--- src/sv/lrs_pkg.sv ---
// ----------------------------------------------------------------------------
// lrs_pkg: shared types and constants
// Types and defaults for the base-10 radix sorter core.
// ----------------------------------------------------------------------------
package lrs_pkg;

    localparam int DEPTH_DEF    = 64;
    localparam int KEY_BITS_DEF = 31;
    localparam int RADIX        = 10;
    localparam int DIG_BITS     = 4;

    typedef enum logic [3:0] {
        ST_LOAD,
        ST_CHECK,
        ST_CLR,
        ST_COUNT,
        ST_PREFIX,
        ST_PLACE,
        ST_COPY,
        ST_EMIT,
        ST_DONE
    } t_state;

    // controller -> datapath
    typedef struct packed {
        logic load;
        logic start_sort;
        logic clr;
        logic count;
        logic prefix;
        logic place;
        logic copy;
        logic emit;
        logic next_weight;
        logic finish;
    } t_cmd;

    // datapath -> controller
    typedef struct packed {
        logic more_digits;
        logic scan_end;
        logic set_empty;
        logic emit_end;
    } t_stat;

endpackage

--- src/sv/lrs_ctrl.sv ---
// ----------------------------------------------------------------------------
// lrs_ctrl: sort sequencer
// Steps load, digit passes (clear, count, prefix, place, copy) and emit.
// ----------------------------------------------------------------------------
module lrs_ctrl import lrs_pkg::*; (
    input  logic  i_clk,
    input  logic  i_rst_n,
    input  logic  i_valid,
    input  logic  i_last,
    input  logic  i_out_ready,
    input  t_stat i_stat,
    output logic  o_ready,
    output logic  o_out_valid,
    output t_cmd  o_cmd
);

    t_state r_state, n_state;

    always_ff @(posedge i_clk) begin
        if (!i_rst_n) begin
            r_state <= ST_LOAD;
        end else begin
            r_state <= n_state;
        end
    end

    always_comb begin
        n_state = r_state;
        unique case (r_state)
            ST_LOAD:   if (i_valid && i_last) n_state = ST_CHECK;
            ST_CHECK:  n_state = i_stat.more_digits ? ST_CLR : ST_EMIT;
            ST_CLR:    n_state = ST_COUNT;
            ST_COUNT:  if (i_stat.scan_end) n_state = ST_PREFIX;
            ST_PREFIX: if (i_stat.scan_end) n_state = ST_PLACE;
            ST_PLACE:  if (i_stat.scan_end) n_state = ST_COPY;
            ST_COPY:   if (i_stat.scan_end) n_state = ST_CHECK;
            ST_EMIT:   if (i_stat.set_empty || (i_out_ready && i_stat.emit_end))
                           n_state = ST_DONE;
            ST_DONE:   n_state = ST_LOAD;
            default:   n_state = ST_LOAD;
        endcase
    end

    always_comb begin
        o_cmd       = '0;
        o_ready     = 1'b0;
        o_out_valid = 1'b0;
        unique case (r_state)
            ST_LOAD: begin
                o_ready    = 1'b1;
                o_cmd.load = i_valid;
            end
            ST_CHECK:  o_cmd.start_sort = 1'b1;
            ST_CLR:    o_cmd.clr = 1'b1;
            ST_COUNT:  o_cmd.count = 1'b1;
            ST_PREFIX: o_cmd.prefix = 1'b1;
            ST_PLACE:  o_cmd.place = 1'b1;
            ST_COPY: begin
                o_cmd.copy        = 1'b1;
                o_cmd.next_weight = i_stat.scan_end;
            end
            ST_EMIT: begin
                o_out_valid = !i_stat.set_empty;
                o_cmd.emit  = i_out_ready;
            end
            ST_DONE:   o_cmd.finish = 1'b1;
            default: ;
        endcase
    end

endmodule

--- config.mk ---
export PLATFORM = sky130hd
export DESIGN_NAME = lrs_ctrl
export DESIGN_NICKNAME = d
export VERILOG_FILES = /design/src/sv/lrs_pkg.sv /design/src/sv/lrs_ctrl.sv
export SDC_FILE = /design/constraint.sdc
export NUM_CORES = 1
export LEC_CHECK = 0
export BUFFER_PORTS_ARGS = -buffer_cell sky130_fd_sc_hd__buf_4
export CAP_MARGIN = 10
export CORE_UTILIZATION = 24
export CTS_BUF_LIST = sky130_fd_sc_hd__clkbuf_4 sky130_fd_sc_hd__clkbuf_8 sky130_fd_sc_hd__clkbuf_16
export DETAILED_ROUTE_END_ITERATION = 7
export HOLD_SLACK_MARGIN = 0.06
export SLEW_MARGIN = 0
export SYNTH_ARGS = -nofsm -noshare
export SYNTH_HDL_FRONTEND = slang
export SYNTH_SLANG_ARGS = --single-unit
--- constraint.sdc ---
create_clock -name i_clk -period 3.08 [get_ports i_clk]
set_input_delay 0.308 -clock i_clk [delete_from_list [all_inputs] [get_ports i_clk]]
set_output_delay 0.308 -clock i_clk [all_outputs]
set_load 0.03 [all_outputs]
* Yosys cells after proc, flatten, opt, wreduce, memory -nomap -nowiden *
Cells that the tools add are included.
W data, S select, Z words.

storage, ports and cells
  latch bits = 0
  memory bits (writable) = 0
  word-level logic and storage cells = 41
  memories = 0
  output and inout port bits = 12
  ROM bits = 0
  bits of input ports = 9
  register bits after elaboration = 4

operators by class
  divide/modulo/power cells = 0
  bitwise logic cells = 0
  multiplexer cells = 20
  equality and inequality tests = 14
  order comparisons = 0
  reduce and logical (&&, ||, !) cells = 6
  multipliers = 0
  add/subtract/negate cells = 0
  shift operators = 0

operators with widths
  kind                  count
  $pmux W4 S8           1
  $mux W4               6
  $eq A4 B3 Y1 const B  4
  $mux W1               12
  $ne A2 B2 Y1 const B  6
  $eq A4 B2 Y1 const B  2
  $reduce_and A6 Y1     1
  $eq A4 B1 Y1 const B  1
  $eq A4 B4 Y1 const B  1
  $logic_not A4 Y1      1
  $mux W3               1
  $logic_and A1 B1 Y1   2
  $logic_not A1 Y1      1
  $logic_or A1 B1 Y1    1

* Logic depth before layout (Yosys ltp) *
Gate-level depths: netlist of the first run.

  depth in word-level cells = 4
  depth in mapped cells = 5
  gate-level depth less buffers = 4

* Worst setup path after synthesis of the first run *
OpenSTA, ideal clock, no wires.

  path kind = flip-flop to output port
  start point = register r_state[2]
  end point = output port o_cmd[0] (netlist bit)
  setup slack = 1229 ps
  stages on the path, launching flop included = 3
  buffers on the path = 1
  required time = 2772 ps
  data arrival time = 1543 ps
  path through = dfxtp_1 > buf_2 > nor4b_1

RTL lines
  element                 line            source
  from (decl)             lrs_ctrl.sv:17  t_state r_state, n_state;
  from (signal assigned)  lrs_ctrl.sv:23  r_state <= n_state;
  to (decl)               lrs_ctrl.sv:14  output t_cmd o_cmd

==> results of run 1 <==
## Yosys cell counts
| cell | n |
|---|---|
| a22oi_4 | 1 |
| dfxtp_1 | 4 |
| and3b_1 | 1 |
| a21oi_1 | 1 |
| o21ai_0 | 3 |
| o31ai_4 | 1 |
| and2_1 | 3 |
| xor2_1 | 1 |
| mux2i_1 | 3 |
| nor2b_1 | 2 |
| buf_6 | 3 |
| nor2_1 | 2 |
| buf_2 | 1 |
| a211oi_1 | 1 |
| nand2b_1 | 3 |
| nand2_1 | 6 |
| inv_1 | 2 |
| nor4_4 | 1 |
| nor3_1 | 6 |
| nor4b_1 | 1 |
| and4b_4 | 1 |
## area by class of cell
type / count / area [µm²] / share of cell area (%)
Inverter: 2 / 7.507 / 1.361
Tap cell: 16 / 20.02 / 3.628
Timing Repair Buffer: 20 / 150.1 / 27.21
Clock buffer: 3 / 22.52 / 4.082
Multi-Input combinational cell: 37 / 271.5 / 49.21
Sequential cell: 4 / 80.08 / 14.51
## worst max path at each step
stage | end | slack, ps
floorplan | o_cmd[0] | 1230
global placement | r_state[0] | 1570
detailed placement | o_cmd[1] | 1530
CTS | o_cmd[1] | 1270
global route | o_cmd[1] | 1130
finish | o_cmd[1] | 1280
## through the flow
stage               instances  setup WS (ps)  hold slack, ps  utilization [%]  area, µm²
finish                     82           1283           355.0            36.21      551.8
floorplan                  47           1229           457.0                -      397.9
global route               82           1130           362.7            36.21      551.8
CTS                        82           1267           344.8            36.21      551.8
detailed placement         79           1529           603.8            34.73      529.3
global placement           79           1569           603.1            34.73      529.3
## layer usage
metal	wire length, µm	GRT usage [%]	vias up
met5	0	0	-
li1	-	-	203
met3	98	5.106	0
met2	452	19.70	18
met4	0	7.500	0
met1	381	13.95	171
## power by group
part           switching (W)  leakage, nW  internal, W
registers          0.0000585       0.0328    0.0000700
logic               0.000184        0.202     0.000150
clock network      0.0000215       0.0138    0.0000435
total               0.000264        0.249     0.000264
## cells by family (layout without fill, tap and decap cells)
kind of cell           after synthesis  after routing  synth area share, %
AO/OA/AOI/OAI                        7              7                17.61
buffers and inverters                6             25                11.63
AND/OR/NAND/NOR                     26             26                40.88
flip-flops                           4              4                20.13
XOR/XNOR                             1              1                2.202
multiplexers                         3              3                7.547
==> flow_summary.json, run 1 <==
{
  "crit_required_ps": 2770,
  "die_area_mm2": 0.001825,
  "drive_gt1_share_pct": 40.91,
  "die_width_um": 42.72,
  "power_density_mw_per_mm2": 956.4,
  "drtIter0Drc": 7,
  "cp_top_family": "flip-flops",
  "drt_pass1_iterations": 3,
  "drc": 0,
  "antenna_left": 0,
  "core_area_mm2": 0.001524,
  "tightest_slew_ps": 480.2,
  "final_common_cell": "buf_4",
  "peakVddDrop_mv": 0.2984,
  "detail_route.wl_per_cell_um": 11.37,
  "cts_buffers": 3,
  "largest_reg_flops": 4,
  "portBuffers": 20,
  "grt_max_degree": 14,
  "finalHoldViolations": 0,
  "critPathMaxStageDelay_ps": 610,
  "grt_pass1_wl_um": 1669,
  "hold_class": "in2reg",
  "r2r-start": "r_state[1]",
  "power.total_w": 0.0005277,
  "ys_ff_latch": 4,
  "fmax_mhz": 556.4,
  "initial_utilization_pct": 26.11,
  "postCtsHoldBufs": 0,
  "clock_sinks": 4,
  "top_regs": "r_state (4)",
  "setup_viol": 0,
  "end_kind": "output pin",
  "clk_pin_slew_ps": 40,
  "rsz0062_at_grt": "false",
  "routed_wl_um": 932,
  "crit_buf_inv": 1,
  "grt_usage_pct": 12.52,
  "ff2ff_path_depth": 4,
  "antenna_found_initial": 0,
  "fill_cells": 174,
  "n_antenna_cell": 0,
  "cts_tree": "built",
  "vias": 392,
  "viasPerCell": 4.780,
  "die_h_um": 42.72,
  "htree_levels": 1,
  "arrival_ps": 1490,
  "place_hpwl_um": 707.5,
  "synth_nets": 56,
  "r2r_end": "r_state[1]",
  "relSlewSlack_pct": 67.94,
  "yosysSeqAreaShare_pct": 20.13,
  "cp-startpoint": "r_state[2]",
  "cpMaxStageDelayCell": "dfxtp_1",
  "layout_common_cells": "buf_4 (20), nor3_1 (6), nand2_1 (6)",
  "grt_remaining_overflow": 0,
  "cts_root_buf": "clkbuf_4",
  "skew_ps": 8.201,
  "regMostFlops": "r_state",
  "rows": 14,
  "rrSetupSlack_ps": 1560,
  "hold_end": "r_state[3]",
  "cp_max_fo": 13,
  "grt_pass1_vias": 380,
  "place_congestion": 0.7158,
  "netlist_instances": 47,
  "clock_latency_ps": 240,
  "cts_repair_resize_count": 0,
  "drv_cap": 0,
  "p_leak_nw": 0.2490,
  "whs_path_depth": 2,
  "post-route-min-period_ps": 1797,
  "io_pins": 21,
  "setup_tns_ps": 0,
  "worstSetupStartpointType": "flip-flop",
  "synth_area_per_cell_um2": 8.466,
  "fin_crit_sh_pct": 58.35,
  "status": "finished clean",
  "clockBufferDepth": 2,
  "finalNetCount": 77,
  "synth_cell_types": 21,
  "slew_violations": 0,
  "ys_warn_count": 0,
  "synth_area_um2": 397.9,
  "synth.largest_area_cell": "dfxtp_1",
  "hold_start": "i_rst_n",
  "cts_setup_buffers": 0,
  "worst-path-stages": 4,
  "path_cells": "nand2b_1 -> nor2_1 -> and2_1 -> buf_4",
  "synthTopCellsByArea": "dfxtp_1 (20%), buf_6 (8.5%), mux2i_1 (7.5%)",
  "area_delta_synth_final_pct": 38.68,
  "timing_worst_setup_path_type": "reg2out",
  "yosysTopAreaCellShare_pct": 20.13
}
Power figures use the tool's default switching activity.
==> run 2: changes to the inputs <==
Clock period 3.08 ns to 1.83 ns, I/O delays scaled along.
==> flow_summary.json, run 2 (synthesis gave the netlist of run 1 again) <==
{
  "die_width_um": 42.72,
  "power_density_mw_per_mm2": 1594,
  "clockBufferDepth": 2,
  "clk_pin_slew_ps": 40,
  "rows": 14,
  "n_antenna_cell": 0,
  "setup_tns_ps": 0,
  "io_pins": 21,
  "drt_pass1_iterations": 4,
  "cp-startpoint": "r_state[2]",
  "place_hpwl_um": 657.3,
  "grt_usage_pct": 10.67,
  "vias": 389,
  "postCtsHoldBufs": 0,
  "multi_input_area_um2": 271.5,
  "final_common_cell": "buf_4",
  "hold_class": "in2reg",
  "grt_pass1_vias": 320,
  "rsz0062_at_grt": "false",
  "end_kind": "output pin",
  "routed_wl_um": 846,
  "fin_crit_sh_pct": 91.33,
  "ff2ff_path_depth": 4,
  "drive_gt1_share_pct": 40.91,
  "whs_path_depth": 2,
  "p_leak_nw": 0.2490,
  "layout_common_cells": "buf_4 (20), nor3_1 (6), nand2_1 (6)",
  "cts_repair_resize_count": 0,
  "grt_pass1_wl_um": 1407,
  "largest_reg_flops": 4,
  "power.total_w": 0.0008794,
  "path_cells": "nand2b_1 -> nor2_1 -> and2_1 -> buf_4",
  "core_area_mm2": 0.001524,
  "worstSetupStartpointType": "flip-flop",
  "fill_cells": 171,
  "critPathMaxStageDelay_ps": 600,
  "arrival_ps": 1490,
  "finalHoldViolations": 0,
  "antenna_found_initial": 0,
  "slew_violations": 0,
  "grt_remaining_overflow": 0,
  "drtIter0Drc": 6,
  "r2r-start": "r_state[1]",
  "hold_start": "i_rst_n",
  "cts_buffers": 3,
  "die_h_um": 42.72,
  "post-route-min-period_ps": 1671,
  "antenna_left": 0,
  "clock_latency_ps": 240,
  "viasPerCell": 4.744,
  "drc": 0,
  "cts_setup_buffers": 0,
  "peakVddDrop_mv": 0.5811,
  "detail_route.wl_per_cell_um": 10.32,
  "tightest_slew_ps": 460.1,
  "timing_worst_setup_path_type": "reg2out",
  "htree_levels": 1,
  "dp_cells": 79,
  "relSlewSlack_pct": 69.28,
  "register_area_um2": 80.08,
  "cp_max_fo": 13,
  "clock_sinks": 4,
  "regMostFlops": "r_state",
  "cts_tree": "built",
  "finalNetCount": 77,
  "initial_utilization_pct": 26.11,
  "portBuffers": 20,
  "crit_required_ps": 1650,
  "area_delta_synth_final_pct": 38.68,
  "cts_root_buf": "clkbuf_4",
  "cpMaxStageDelayCell": "dfxtp_1",
  "fin_cells": 82,
  "status": "finished clean",
  "die_area_mm2": 0.001825,
  "setup_viol": 0,
  "drv_cap": 0,
  "grt_max_degree": 14,
  "skew_ps": 3.451,
  "fmax_mhz": 598.3,
  "place_congestion": 0.7341,
  "top_regs": "r_state (4)"
}
## run 2: cell counts in the layout (fill, tap and decap cells not counted)
No cell type changed its count.
## run 2: where the power goes
group          total [W]  internal [W]  leakage, nW  switching (W)
Clock           0.000112     0.0000735       0.0138      0.0000383
Sequential      0.000208      0.000118       0.0328      0.0000901
Combinational   0.000560      0.000253        0.202       0.000307
## run 2: critical path, delay by kind of cell, from the launching register on
family,cells,cell delay [ps]
buf+inv,1,150
flops,1,600
simple gates,3,490
## run 2: path summary, 6_finish.rpt
path	to	slack [ps]
max reg2reg	r_state[2]	360
min	r_state[3]	230
max	o_cmd[1]	160
min reg2reg	r_state[0]	600
## run 2: per-layer routing
metal / vias up / part of all wire [%] / GRT usage, % / routed length, µm
li1: 202 / - / - / -
met1: 167 / 45 / 13.14 / 381
met2: 20 / 43 / 13.64 / 360
met3: 0 / 12 / 7.234 / 105
met4: 0 / 0 / 5.625 / 0
met5: - / 0 / 0 / 0
## run 2: cell type report
cell class	count	share of cell area [%]
multi-input cells	37	49.21
repair buffers	20	27.21
flip-flops and latches	4	14.51
clock buffers	3	4.082
well taps	16	3.628
inverters	2	1.361
## run 2: stage by stage
| step | hold slack [ps] | utilization [%] | setup WS [ps] | area, µm² |
|---|---|---|---|---|
| 2_1_floorplan | 332.0 | - | 103.6 | 397.9 |
| 3_3_place_gp | 473.1 | 34.73 | 401.6 | 529.3 |
| 3_5_place_dp | 475.3 | 34.73 | 348.4 | 529.3 |
| 4_1_cts | 219.2 | 36.21 | 134.8 | 551.8 |
| 5_1_grt | 224.5 | 36.21 | 22.57 | 551.8 |
| 6_report | 229.5 | 36.21 | 158.7 | 551.8 |
